## src/hw/rtl/lmfb_pkg.sv

```systemverilog
// Shared types, constants and frame packing functions for the LED matrix frame buffer driver.
package lmfb_pkg;

  localparam int CHAIN_DEVICES = 2;
  localparam int MATRIX_ROWS   = 8;
  localparam int BLOCK_SIZE    = 8;
  localparam int WORD_BITS     = 16;
  localparam int FRAME_W       = 32;
  localparam int ROW_W         = BLOCK_SIZE * CHAIN_DEVICES;
  localparam int TOTAL_COLS    = ROW_W;
  localparam int COL_W         = $clog2(TOTAL_COLS);
  localparam int ROW_IDX_W     = $clog2(MATRIX_ROWS);
  localparam int FILL_MAX      = BLOCK_SIZE * BLOCK_SIZE;
  localparam int CNT_W         = $clog2(FILL_MAX + 1);

  localparam logic [7:0] NOOP_BYTE = 8'h00;

  typedef enum logic [2:0] {
    KIND_PIXEL   = 3'd0,
    KIND_CLEAR   = 3'd1,
    KIND_UPDATE  = 3'd2,
    KIND_CMD_ONE = 3'd3,
    KIND_CMD_ALL = 3'd4,
    KIND_FILL    = 3'd5
  } kind_t;

  typedef enum logic [2:0] {
    ST_IDLE,
    ST_PIX_RD,
    ST_PIX_WR,
    ST_CLR,
    ST_UPD_RD,
    ST_UPD_EMIT,
    ST_CMD,
    ST_FILL
  } state_t;

  typedef struct packed {
    logic [2:0] kind;
    logic [7:0] pixel_col;
    logic [7:0] pixel_row;
    logic       pixel_on;
    logic       target_device;
    logic [7:0] register_addr;
    logic [7:0] register_value;
    logic [7:0] fill_count;
  } in_item_t;

  typedef struct packed {
    logic [FRAME_W-1:0] chain_frame;
    logic               last_frame;
  } out_item_t;

  // Slot 0 is shifted in first and ends up in the top bits; wider chains keep the last slots.
  function automatic logic [FRAME_W-1:0] pack_frame(input logic [7:0]       addr,
                                                    input logic [ROW_W-1:0] bits);
    logic [FRAME_W-1:0] f;
    f = '0;
    for (int d = 0; d < CHAIN_DEVICES; d++) begin
      f = {f[FRAME_W-WORD_BITS-1:0], addr, bits[8*d +: 8]};
    end
    return f;
  endfunction

  function automatic logic [FRAME_W-1:0] cmd_frame(input logic       all_dev,
                                                   input logic       tgt,
                                                   input logic [7:0] addr,
                                                   input logic [7:0] val);
    logic [FRAME_W-1:0]   f;
    logic [WORD_BITS-1:0] w;
    f = '0;
    for (int d = 0; d < CHAIN_DEVICES; d++) begin
      w = (all_dev || (d == int'(tgt))) ? {addr, val} : {NOOP_BYTE, NOOP_BYTE};
      f = {f[FRAME_W-WORD_BITS-1:0], w};
    end
    return f;
  endfunction

endpackage

```

## src/hw/rtl/lmfb_ram.sv

```systemverilog
// Generic single-write, single-read synchronous RAM with registered read data.
module lmfb_ram #(
  parameter int WIDTH  = 16,
  parameter int DEPTH  = 8,
  parameter int ADDR_W = $clog2(DEPTH)
) (
  input  logic              clk,
  input  logic              wr_en,
  input  logic [ADDR_W-1:0] wr_addr,
  input  logic [WIDTH-1:0]  wr_data,
  input  logic [ADDR_W-1:0] rd_addr,
  output logic [WIDTH-1:0]  rd_data
);

  logic [WIDTH-1:0] mem_r [DEPTH];
  logic [WIDTH-1:0] rd_data_r;

  always_ff @(posedge clk) begin
    if (wr_en) begin
      mem_r[wr_addr] <= wr_data;
    end
    rd_data_r <= mem_r[rd_addr];
  end

  assign rd_data = rd_data_r;

endmodule

```

## src/hw/rtl/led_matrix_frame_buffer_driver.sv

```systemverilog
// Top level: pixel frame buffer and chain frame sequencer for chained 8x8 LED matrix drivers.
//
//   Port group  Dir  Handshake           Payload
//   in_*        in   in_valid/in_stall   in_item_t  (kind, pixel, command, fill fields)
//   out_*       out  out_valid/out_stall out_item_t (chain_frame, last_frame)
//
// One item is worked on at a time. A pixel write reads, modifies and writes back its row
// through the row RAM. For an update, each row passes through a RAM read state and then a
// state that loads the output register.
// A fill level sends 8 clear frames, then 8 rows that are written and sent together.
// Reset clears the row valid bits at once, so the buffer reads dark without a clearing pass.
// A stall on the output holds the sequencer in place; the input stalls while busy.
module led_matrix_frame_buffer_driver
  import lmfb_pkg::*;
(
  input  logic      clk,
  input  logic      rst_n,
  input  logic      in_valid,
  output logic      in_stall,
  input  in_item_t  in_data,
  output logic      out_valid,
  input  logic      out_stall,
  output out_item_t out_data
);

  localparam logic [ROW_IDX_W-1:0] LAST_ROW = ROW_IDX_W'(MATRIX_ROWS - 1);

  state_t                 state_r,   state_nxt;
  logic [ROW_IDX_W-1:0]   row_cnt_r, row_cnt_nxt;
  logic [COL_W-1:0]       col_r,     col_nxt;
  logic                   on_r,      on_nxt;
  logic                   fill_r,    fill_nxt;
  logic [CNT_W-1:0]       cnt_r,     cnt_nxt;
  logic [FRAME_W-1:0]     cmd_r,     cmd_nxt;
  logic [MATRIX_ROWS-1:0] valid_r,   valid_nxt;
  logic                   out_valid_r, out_valid_nxt;
  out_item_t              out_item_r,  out_item_nxt;

  logic             in_take;
  logic             load_ok;
  logic             emit;
  logic             ram_we;
  logic [ROW_W-1:0] ram_wdata;
  logic [ROW_W-1:0] ram_rdata;
  logic [ROW_W-1:0] row_bits;
  logic [ROW_W-1:0] pix_bit;
  logic [7:0]       fill_mask;
  logic [CNT_W-1:0] fill_base;
  logic [7:0]       row_addr;
  logic             last_row;

  // Row store; rows never written since the last clear read through the valid mask as dark.
  lmfb_ram #(
    .WIDTH (ROW_W),
    .DEPTH (MATRIX_ROWS)
  ) u_row_ram (
    .clk     (clk),
    .wr_en   (ram_we),
    .wr_addr (row_cnt_r),
    .wr_data (ram_wdata),
    .rd_addr (row_cnt_r),
    .rd_data (ram_rdata)
  );

  assign in_stall  = (state_r != ST_IDLE);
  assign in_take   = in_valid && !in_stall;
  assign load_ok   = !out_valid_r || !out_stall;
  assign out_valid = out_valid_r;
  assign out_data  = out_item_r;

  assign row_bits = ram_rdata & {ROW_W{valid_r[row_cnt_r]}};
  assign pix_bit  = ROW_W'(1) << col_r;
  assign row_addr = 8'(row_cnt_r) + 8'd1;
  assign last_row = (row_cnt_r == LAST_ROW);

  // Fill pattern for the current row: full, partial (low bits of the count) or dark.
  assign fill_base = CNT_W'({row_cnt_r, 3'b000});
  always_comb begin
    if (cnt_r >= fill_base + CNT_W'(BLOCK_SIZE)) begin
      fill_mask = 8'hFF;
    end else if (cnt_r > fill_base) begin
      fill_mask = 8'((9'd1 << cnt_r[2:0]) - 9'd1);
    end else begin
      fill_mask = 8'h00;
    end
  end

  always_ff @(posedge clk) begin
    if (!rst_n) begin
      state_r     <= ST_IDLE;
      valid_r     <= '0;
      out_valid_r <= 1'b0;
    end else begin
      state_r     <= state_nxt;
      valid_r     <= valid_nxt;
      out_valid_r <= out_valid_nxt;
    end
  end

  always_ff @(posedge clk) begin
    row_cnt_r  <= row_cnt_nxt;
    col_r      <= col_nxt;
    on_r       <= on_nxt;
    fill_r     <= fill_nxt;
    cnt_r      <= cnt_nxt;
    cmd_r      <= cmd_nxt;
    out_item_r <= out_item_nxt;
  end

  always_comb begin
    state_nxt    = state_r;
    row_cnt_nxt  = row_cnt_r;
    col_nxt      = col_r;
    on_nxt       = on_r;
    fill_nxt     = fill_r;
    cnt_nxt      = cnt_r;
    cmd_nxt      = cmd_r;
    valid_nxt    = valid_r;
    ram_we       = 1'b0;
    ram_wdata    = row_bits;
    emit         = 1'b0;
    out_item_nxt = out_item_r;

    unique case (state_r)
      ST_IDLE: begin
        if (in_take) begin
          unique case (in_data.kind) inside
            KIND_PIXEL: begin
              // Drop pixels outside the chain width or the row count.
              if (in_data.pixel_col < 8'(TOTAL_COLS) && in_data.pixel_row < 8'(MATRIX_ROWS)) begin
                row_cnt_nxt = in_data.pixel_row[ROW_IDX_W-1:0];
                col_nxt     = in_data.pixel_col[COL_W-1:0];
                on_nxt      = in_data.pixel_on;
                state_nxt   = ST_PIX_RD;
              end
            end
            KIND_CLEAR: begin
              valid_nxt   = '0;
              row_cnt_nxt = '0;
              fill_nxt    = 1'b0;
              state_nxt   = ST_CLR;
            end
            KIND_UPDATE: begin
              row_cnt_nxt = '0;
              state_nxt   = ST_UPD_RD;
            end
            KIND_CMD_ONE, KIND_CMD_ALL: begin
              cmd_nxt   = cmd_frame(in_data.kind == KIND_CMD_ALL, in_data.target_device,
                                    in_data.register_addr, in_data.register_value);
              state_nxt = ST_CMD;
            end
            KIND_FILL: begin
              valid_nxt   = '0;
              row_cnt_nxt = '0;
              fill_nxt    = 1'b1;
              cnt_nxt     = (in_data.fill_count > 8'(FILL_MAX)) ? CNT_W'(FILL_MAX)
                                                                 : in_data.fill_count[CNT_W-1:0];
              state_nxt   = ST_CLR;
            end
            default: begin
            end
          endcase
        end
      end
      ST_PIX_RD: begin
        state_nxt = ST_PIX_WR;
      end
      ST_PIX_WR: begin
        ram_we              = 1'b1;
        ram_wdata           = on_r ? (row_bits | pix_bit) : (row_bits & ~pix_bit);
        valid_nxt[row_cnt_r] = 1'b1;
        state_nxt           = ST_IDLE;
      end
      ST_CLR: begin
        if (load_ok) begin
          emit         = 1'b1;
          out_item_nxt = '{chain_frame: pack_frame(row_addr, '0),
                           last_frame:  !fill_r && last_row};
          if (last_row) begin
            row_cnt_nxt = '0;
            state_nxt   = fill_r ? ST_FILL : ST_IDLE;
          end else begin
            row_cnt_nxt = row_cnt_r + 1'b1;
          end
        end
      end
      ST_UPD_RD: begin
        state_nxt = ST_UPD_EMIT;
      end
      ST_UPD_EMIT: begin
        // Read data holds while stalled: the read address only moves on a transfer.
        if (load_ok) begin
          emit         = 1'b1;
          out_item_nxt = '{chain_frame: pack_frame(row_addr, row_bits), last_frame: last_row};
          if (last_row) begin
            state_nxt = ST_IDLE;
          end else begin
            row_cnt_nxt = row_cnt_r + 1'b1;
            state_nxt   = ST_UPD_RD;
          end
        end
      end
      ST_CMD: begin
        if (load_ok) begin
          emit         = 1'b1;
          out_item_nxt = '{chain_frame: cmd_r, last_frame: 1'b1};
          state_nxt    = ST_IDLE;
        end
      end
      ST_FILL: begin
        // Write the fill row and send it in the same cycle; the store was just cleared.
        if (load_ok) begin
          emit                 = 1'b1;
          ram_we               = 1'b1;
          ram_wdata            = ROW_W'(fill_mask);
          valid_nxt[row_cnt_r] = 1'b1;
          out_item_nxt         = '{chain_frame: pack_frame(row_addr, ROW_W'(fill_mask)),
                                   last_frame:  last_row};
          if (last_row) begin
            state_nxt = ST_IDLE;
          end else begin
            row_cnt_nxt = row_cnt_r + 1'b1;
          end
        end
      end
      default: begin
        state_nxt = ST_IDLE;
      end
    endcase

    if (emit) begin
      out_valid_nxt = 1'b1;
    end else if (!out_stall) begin
      out_valid_nxt = 1'b0;
    end else begin
      out_valid_nxt = out_valid_r;
    end
  end

endmodule

```

## config.mk

```make
export PLATFORM = sky130hd
export DESIGN_NAME = led_matrix_frame_buffer_driver
export DESIGN_NICKNAME = d
export VERILOG_FILES = /design/src/hw/rtl/lmfb_pkg.sv /design/src/hw/rtl/lmfb_ram.sv /design/src/hw/rtl/led_matrix_frame_buffer_driver.sv
export SDC_FILE = /design/constraint.sdc
export NUM_CORES = 1
export LEC_CHECK = 0
export BUFFER_PORTS_ARGS = -buffer_cell sky130_fd_sc_hd__buf_4
export CELL_PAD_IN_SITES_DETAIL_PLACEMENT = 1
export CELL_PAD_IN_SITES_GLOBAL_PLACEMENT = 1
export CORE_ASPECT_RATIO = 0.75
export CORE_UTILIZATION = 45
export CTS_CLUSTER_SIZE = 28
export DETAILED_ROUTE_END_ITERATION = 8
export PLACE_DENSITY = 0.83
export SLEW_MARGIN = 0
export SYNTH_ARGS = -nofsm -noshare
export SYNTH_HDL_FRONTEND = slang
export SYNTH_SLANG_ARGS = --single-unit
```

## constraint.sdc

```tcl
create_clock -name clk -period 3.2 [get_ports clk]
set_input_delay 0.32 -clock clk [delete_from_list [all_inputs] [get_ports clk]]
set_output_delay 0.32 -clock clk [all_outputs]
set_load 0.03 [all_outputs]
```

==> results of run 1 <==
path summary, 6_finish.rpt:
kind | startpoint | to | slack [ps] | cells after the start
min | in_data[19] | cmd_r[27] | 70 | 2
max reg2reg | row_cnt_r[0] | u_row_ram.mem_r[7][5] | 280 | 8
max | row_cnt_r[0] | u_row_ram.mem_r[7][5] | 280 | 8
min reg2reg | valid_r[0] | valid_r[0] | 470 | 2
worst reg2reg max path, cell delays in order (launching register included):
cell                       delay [ps]
sky130_fd_sc_hd__edfxtp_1         460
sky130_fd_sc_hd__ha_1             250
sky130_fd_sc_hd__ha_1             300
sky130_fd_sc_hd__inv_1             50
sky130_fd_sc_hd__ha_1             290
sky130_fd_sc_hd__and3_1           190
sky130_fd_sc_hd__a221o_1          420
sky130_fd_sc_hd__a31o_2           260
sky130_fd_sc_hd__a221o_1          410
layer usage:
layer | up-vias | global-route usage (%)
met2 | 289 | 40.1
met3 | 34 | 5.06
li1 | 2978 | -
met4 | 0 | 6.38
met5 | - | 0
met1 | 3494 | 36.9
cells by family after synthesis:
kind of cell | Yosys count
AO/OA/AOI/OAI | 153
XOR/XNOR | 3
adder cells (fa/ha/maj) | 10
buffers and inverters | 50
flip-flops | 237
multiplexers | 38
AND/OR/NAND/NOR | 225
power by group through the flow:
| stage | sequential, mW | clock [mW] | combinational, mW |
|---|---|---|---|
| 2_1_floorplan | 4.21 | 0 | 1.24 |
| 3_5_place_dp | 4.15 | 0 | 2.27 |
| 4_1_cts | 4.10 | 2.68 | 2.30 |
| 6_report | 4.11 | 2.66 | 2.31 |
| 3_3_place_gp | 4.14 | 0 | 2.19 |
| 5_1_grt | 4.13 | 2.79 | 2.49 |
final cells by class:
class                           count  area share, %
Tap cell                          288           3.02
Timing Repair Buffer              128           8.15
Multi-Input combinational cell    429           25.0
Clock buffer                       30           5.21
Clock inverter                     14          0.901
Sequential cell                   237           57.2
Inverter                           15          0.471
flip-flops by register name, summed over array words and instances (netlist names), 3 cells and up:
signal / count
col_r: 4
out_data: 33
u_row_ram.rd_data: 16
cmd_r: 32
row_cnt_r: 3
valid_r: 8
cnt_r: 7
state_r: 3
u_row_ram.mem_r: 128
cell usage in the layout (no fill, tap or decap), types with 3 or more instances in the layout:
cell	instances
sky130_fd_sc_hd__a211oi_1	4
sky130_fd_sc_hd__a21o_1	5
sky130_fd_sc_hd__a21oi_1	20
sky130_fd_sc_hd__a221o_1	6
sky130_fd_sc_hd__a221oi_1	3
sky130_fd_sc_hd__a22o_1	11
sky130_fd_sc_hd__a22oi_1	17
sky130_fd_sc_hd__a31oi_1	8
sky130_fd_sc_hd__a32o_1	8
sky130_fd_sc_hd__and2_1	34
sky130_fd_sc_hd__and3_1	8
sky130_fd_sc_hd__buf_4	123
sky130_fd_sc_hd__clkbuf_1	6
sky130_fd_sc_hd__clkbuf_16	24
sky130_fd_sc_hd__clkinv_1	7
sky130_fd_sc_hd__clkinv_2	3
sky130_fd_sc_hd__dfxtp_1	28
sky130_fd_sc_hd__dlygate4sd3_1	5
sky130_fd_sc_hd__edfxtp_1	209
sky130_fd_sc_hd__ha_1	10
sky130_fd_sc_hd__inv_1	14
sky130_fd_sc_hd__mux2_2	7
sky130_fd_sc_hd__mux2i_1	15
sky130_fd_sc_hd__mux4_2	16
sky130_fd_sc_hd__nand2_1	64
sky130_fd_sc_hd__nand2b_1	11
sky130_fd_sc_hd__nand3_1	16
sky130_fd_sc_hd__nor2_1	46
sky130_fd_sc_hd__nor2b_1	22
sky130_fd_sc_hd__nor3_1	7
sky130_fd_sc_hd__nor3_2	3
sky130_fd_sc_hd__o2111ai_1	6
sky130_fd_sc_hd__o211ai_1	7
sky130_fd_sc_hd__o21a_1	3
sky130_fd_sc_hd__o21ai_0	35
==> PnR_summary.wiki, run 1 <==
{| class="wikitable"
! Metric !! Value
|-
| Post-detailed-routing wire length || 28700 um
|-
| TritonCTS clock tree || built
|-
| Post-synthesis cell type count || 64
|-
| Number of nets in the layout || 894
|-
| Maximum clock skew at final layout || 24.9 ps
|-
| Power Density || 760 nW/um^2
|-
| Final Hold Viols || 0
|-
| FF+latch count, synth || 237
|-
| Main combinational cell family by area after synthesis || simple AND/OR/NAND/NOR gates
|-
| Share of flip-flops with an asynchronous set or reset after synthesis || 0%
|-
| # Post-CTS Setup Buffers || 0
|-
| Slowest cell on the critical path || sky130_fd_sc_hd__edfxtp_1
|-
| Post-Place Setup Slack || 309 ps
|-
| CTS Buffer Depth || 3
|-
| Num CTS Buffers || 24
|-
| Final instance area || 11900 sq um
|-
| Static Leak || 4.28 nW
|-
| Max-slew headroom at the worst pin || 31.2%
|-
| Clock latency at the later pin of the worst-skew pair || 540 ps
|-
| Complex-gate fraction of the synthesized area || 10.9%
|-
| Adder-Cell Fraction of Synth Area || 1.25%
|-
| Non-filler instance count after layout || 1141
|-
| Cell family with the largest share of critical-path delay || compound AO/OA/AOI/OAI gates
|-
| Outcome || finished, final reports clean
|-
| Worst-path maximum fanout || 8
|-
| Internal power of the cells || 6.12 mW
|-
| Sw Ratio || 32.5%
|-
| Met2 routed wirelength || 13500 um
|-
| I/O Pins || 84
|-
| Final WS setup || 277 ps
|-
| Final Max Tran Viols || 0
|-
| Cell at the root of the clock tree || sky130_fd_sc_hd__clkbuf_16
|-
| Most numerous cell types in the synthesized netlist || sky130_fd_sc_hd__edfxtp_1, sky130_fd_sc_hd__nand2_1, sky130_fd_sc_hd__nor2_1, sky130_fd_sc_hd__o21ai_0, sky130_fd_sc_hd__and2_1
|-
| Post-synthesis cell area || 10000 sq um
|-
| Cells traversed along the worst timing path || ha_1 > ha_1 > inv_1 > ha_1 > and3_1 > a221o_1 > a31o_2 > a221o_1
|-
| Kind of start point of the critical path || register
|-
| Class of the most critical hold timing path || in -> reg
|-
| Vias in the first global route || 7081
|-
| Yosys warns || 0
|-
| H-Tree Depth || 1
|-
| Clk pin slew, worst setup/hold paths || 70 ps
|-
| Placed Instance Area || 11200 sq um
|-
| Finished Core Util || 55.7%
|-
| Filler cell count || 2129
|-
| Area taken by multi-input logic gates || 2990 sq um
|-
| Overflow left after global routing || 0
|-
| Core Rows || 46
|-
| Pin count of the biggest net entering global routing || 39
|-
| Library cell with the largest summed area after synthesis || sky130_fd_sc_hd__edfxtp_1
|-
| Placed Cells incl. Taps || 1092
|-
| Hold-fix buffer count after cts || 5
|-
| Critical path data arrival time || 3150 ps
|-
| Final number of setup-violating endpoints || 0
|-
| Total power || 9.08 mW
|-
| Top post-synthesis cells by area || sky130_fd_sc_hd__edfxtp_1, sky130_fd_sc_hd__dfxtp_1, sky130_fd_sc_hd__mux4_2, sky130_fd_sc_hd__nand2_1, sky130_fd_sc_hd__and2_1
|-
| Hold slack || 72.7 ps
|-
| Dominant cell by count in the synthesized netlist || sky130_fd_sc_hd__edfxtp_1
|-
| Post-cts gate resize count || 0
|-
| Endpoint kind of the worst setup timing path || register
|-
| Relative area change from synthesis to final layout || 19.5%
|-
| Post-Synth XOR/XNOR Area || 0.263%
|-
| WS Path Type || reg -> reg
|-
| Average size of a mapped cell || 14.0 sq um
|-
| Placed wire-length estimate || 19700 um
|-
| Total iterations of the first detailed-routing run || 5
|-
| Time the final worst path needs with I/O delays and setup || 2920 ps
|-
| Multiplexer fraction of the synthesized cell area || 5.89%
|-
| Clock share of power || 29.3%
|-
| Synthesized-area fraction occupied by and/or/nand/nor cells || 11.3%
|-
| Max Cap Viol || 0
|-
| Share of the yosys chip area belonging to registers || 68.4%
|-
| EDFF count, synth || 209
|-
| Setup repair after global routing missed its margin || false
|-
| Port Buffer Count || 83
|-
| Sum Neg Setup Slack || 0 ps
|-
| Total die area || 22800 sq um
|-
| Initial Util || 46.6%
|-
| Highest metal layer used by the detailed router || met4
|-
| Post-Syn Nets || 775
|-
| Worst stage delay on the critical path || 460 ps
|-
| Number of routed nets with antenna violations || 0
|-
| Number of instances in the synthesized netlist || 716
|-
| Sequential power share || 45.2%
|-
| Avg WL per Cell || 25.2 um
|-
| Count of unresolved DRC violations after routing || 0
|-
| Most instantiated flip-flop cell in the synthesis netlist || sky130_fd_sc_hd__edfxtp_1
|-
| Storage element area || 6840 sq um
|-
| Number of antenna violations at the first check in global routing || 0
|-
| Wire length of the first global-routing pass || 43800 um
|-
| Global routing usage summed across all routing layers || 25.6%
|-
| Violation count after the first detailed-routing iteration || 817
|-
| Critical path buffers and inverters || 1
|-
| Number of inserted diodes || 0
|-
| Routability congestion estimate from global placement || 0.880
|-
| Routed metal-1 wire length || 12500 um
|-
| Least-Margin Pin Slew || 1020 ps
|-
| Vertical extent of the die || 131 um
|-
| Maximum vdd ir drop || 0.500 mV
|-
| Fin crit share || 91.3%
|-
| Metal3 WL || 2230 um
|-
| Power dissipated by switching net loads || 2.95 mW
|-
| Horizontal die dimension || 174 um
|-
| Combinational power share || 25.5%
|-
| Routed vias/inst || 5.96
|-
| Top-area cell type share of the netlist area || 62.8%
|-
| CP Data Required Time || 3430 ps
|-
| Total number of vias || 6795
|-
| Floorplan Core Area || 21500 sq um
|-
| Sinks on Clock Net || 237
|-
| Share of final-layout standard cells stronger than drive strength 1 || 22.9%
|-
| Highest clock rate || 0.342 GHz
|-
| Critical path's most frequent cell || sky130_fd_sc_hd__ha_1
|}
Power figures use the tool's default switching activity.
==> run 2, diff against run 1 <==
==> constraint.sdc (replaced) <==
create_clock -name clk -period 3.2 [get_ports clk]
set_input_delay 0.48 -clock clk [delete_from_list [all_inputs] [get_ports clk]]
set_output_delay 0.48 -clock clk [all_outputs]
set_load 0.03 [all_outputs]
==> PnR_summary.wiki, run 2 (same netlist as run 1, synthesis figures left out) <==
{| class="wikitable"
! Metric !! Value
|-
| Outcome || finished, final reports clean
|-
| Routability congestion estimate from global placement || 0.895 (+1.7%)
|-
| Highest clock rate || 0.336 GHz (-1.7%)
|-
| Largest Register || u_row_ram.mem_r
|-
| Final Hold Viols || 0 (unchanged)
|-
| Vias in the first global route || 7150 (+0.97%)
|-
| Commonest cells after routing, fill and taps aside || sky130_fd_sc_hd__edfxtp_1, sky130_fd_sc_hd__buf_4, sky130_fd_sc_hd__nand2_1, sky130_fd_sc_hd__nor2_1, sky130_fd_sc_hd__o21ai_0
|-
| Slowest cell on the critical path || sky130_fd_sc_hd__edfxtp_1
|-
| Cell at the root of the clock tree || sky130_fd_sc_hd__clkbuf_16
|-
| Vertical extent of the die || 131 um (unchanged)
|-
| Critical path's most frequent cell || sky130_fd_sc_hd__ha_1
|-
| Pin count of the biggest net entering global routing || 39 (unchanged)
|-
| Number of inserted diodes || 0 (unchanged)
|-
| Fin crit share || 92.9% (+1.6 points)
|-
| Worst stage delay on the critical path || 480 ps (+20 ps)
|-
| Sinks on Clock Net || 237 (unchanged)
|-
| Post-cts gate resize count || 0 (unchanged)
|-
| Maximum clock skew at final layout || 18.6 ps (-6.22 ps)
|-
| Storage element area || 6840 sq um (unchanged)
|-
| Final Max Tran Viols || 0 (unchanged)
|-
| Avg WL per Cell || 25.6 um (+1.8%)
|-
| Static Leak || 4.27 nW (-0.13%)
|-
| Wire length of the first global-routing pass || 43800 um (-0.16%)
|-
| Number of nets in the layout || 887 (-0.78%)
|-
| Global routing usage summed across all routing layers || 25.8% (+0.12 points)
|-
| Sum Neg Setup Slack || 0 ps (unchanged)
|-
| Area taken by multi-input logic gates || 2990 sq um (unchanged)
|-
| Least-Margin Pin Slew || 1070 ps (+51.8 ps)
|-
| Routed vias/inst || 6.01 (+0.91%)
|-
| CTS Buffer Depth || 3 (unchanged)
|-
| Critical path buffers and inverters || 1 (unchanged)
|-
| Critical path data arrival time || 3190 ps (+40 ps)
|-
| Hold-fix buffer count after cts || 0 (-5)
|-
| WS Path Type || reg -> reg
|-
| TritonCTS clock tree || built
|-
| Setup repair after global routing missed its margin || false
|-
| Endpoint kind of the worst setup timing path || register
|-
| Overflow left after global routing || 0 (unchanged)
|-
| Class of the most critical hold timing path || in -> reg
|-
| Filler cell count || 2098 (-1.5%)
|-
| Port Buffer Count || 83 (unchanged)
|-
| Maximum vdd ir drop || 0.444 mV (-11%)
|-
| Floorplan Core Area || 21500 sq um (unchanged)
|-
| Clock latency at the later pin of the worst-skew pair || 530 ps (about the same)
|-
| Post-Place Setup Slack || 299 ps (-10.0 ps)
|-
| Cell family with the largest share of critical-path delay || compound AO/OA/AOI/OAI gates
|-
| Most frequent standard cell in the layout excluding fill and tap cells || sky130_fd_sc_hd__edfxtp_1
|-
| Worst-path maximum fanout || 8 (unchanged)
|-
| Final WS setup || 226 ps (-51.3 ps)
|-
| Count of unresolved DRC violations after routing || 0 (unchanged)
|-
| Max reg flops || 128 (unchanged)
|-
| # Post-CTS Setup Buffers || 0 (unchanged)
|-
| Placed wire-length estimate || 19700 um (about the same)
|-
| H-Tree Depth || 1 (unchanged)
|-
| Post-detailed-routing wire length || 29000 um (+1.1%)
|-
| Max Cap Viol || 0 (unchanged)
|-
| Power Density || 775 nW/um^2 (+2.0%)
|-
| Share of final-layout standard cells stronger than drive strength 1 || 23.2% (+0.33 points)
|-
| Time the final worst path needs with I/O delays and setup || 2970 ps (+51.3 ps)
|-
| I/O Pins || 84 (unchanged)
|-
| CP Data Required Time || 3420 ps (about the same)
|-
| Number of routed nets with antenna violations || 0 (unchanged)
|-
| Violation count after the first detailed-routing iteration || 887 (+8.6%)
|-
| Max-slew headroom at the worst pin || 27.8% (-3.4 points)
|-
| Final number of setup-violating endpoints || 0 (unchanged)
|-
| Clk pin slew, worst setup/hold paths || 70 ps (about the same)
|-
| Number of antenna violations at the first check in global routing || 0 (unchanged)
|-
| Core Rows || 46 (unchanged)
|-
| Total die area || 22800 sq um (unchanged)
|-
| Total iterations of the first detailed-routing run || 5 (unchanged)
|-
| Relative area change from synthesis to final layout || 19.4% (about the same)
|-
| Cells traversed along the worst timing path || ha_1 > ha_1 > inv_1 > ha_1 > and3_1 > a221o_1 > a31o_2 > a221o_1
|-
| Num CTS Buffers || 23 (-4.2%)
|-
| Horizontal die dimension || 174 um (unchanged)
|-
| Kind of start point of the critical path || register
|-
| Initial Util || 46.6% (unchanged)
|-
| Total number of vias || 6809 (+0.21%)
|}
[run 2: cell types whose count changed in the layout (fill, tap and decap cells not counted), sizes merged]
cell,delta
clkinv,-7
dlygate4sd3,-5
clkinvlp,+1
buf,-1
inv,+1
bufinv,+3
[run 2: where the power goes]
part	switching [mW]	internal, mW
clock	1.16	1.68
sequential	0.276	3.84
combinational	1.49	0.808
[run 2: path summary, 6_finish.rpt]
kind	slack, ps	start	endpoint	cells past startpoint
setup reg to reg	230	row_cnt_r[0]	u_row_ram.mem_r[6][5]	8
setup / recovery	230	row_cnt_r[0]	u_row_ram.mem_r[6][5]	8
hold / removal	130	in_data[34]	col_r[0]	1
hold reg to reg	470	valid_r[6]	valid_r[6]	2
[run 2: layer usage]
layer  GRT usage, %  part of all wire, %  routed length, um  vias up
met5              0                    0                  0        -
met2           40.9                   47              13700      349
met4           8.09                  2.3                655        0
met3           3.82                  8.1               2350       56
li1               -                    -                  -     2960
met1           36.7                   43              12300     3444
[run 2: final cells by class]
type,instances,area share (%)
Sequential cell,237,57.3
Clock buffer,30,5.12
Tap cell,288,3.02
Multi-Input combinational cell,429,25.1
Clock inverter,12,1.41
Inverter,15,0.471
Timing Repair Buffer,122,7.67
[run 2: metrics by stage]
step           cell area, sq um  util (%)  power [mW]  cells  hold slack, ps
2_1_floorplan             10000         -        5.45    716             430
3_3_place_gp              11200      52.0        6.32   1091             444
3_5_place_dp              11200      52.0        6.43   1091             460
4_1_cts                   11900      55.6        9.26   1133             113
5_1_grt                   11900      55.6        9.58   1133             111
6_report                  11900      55.6        9.25   1133             129
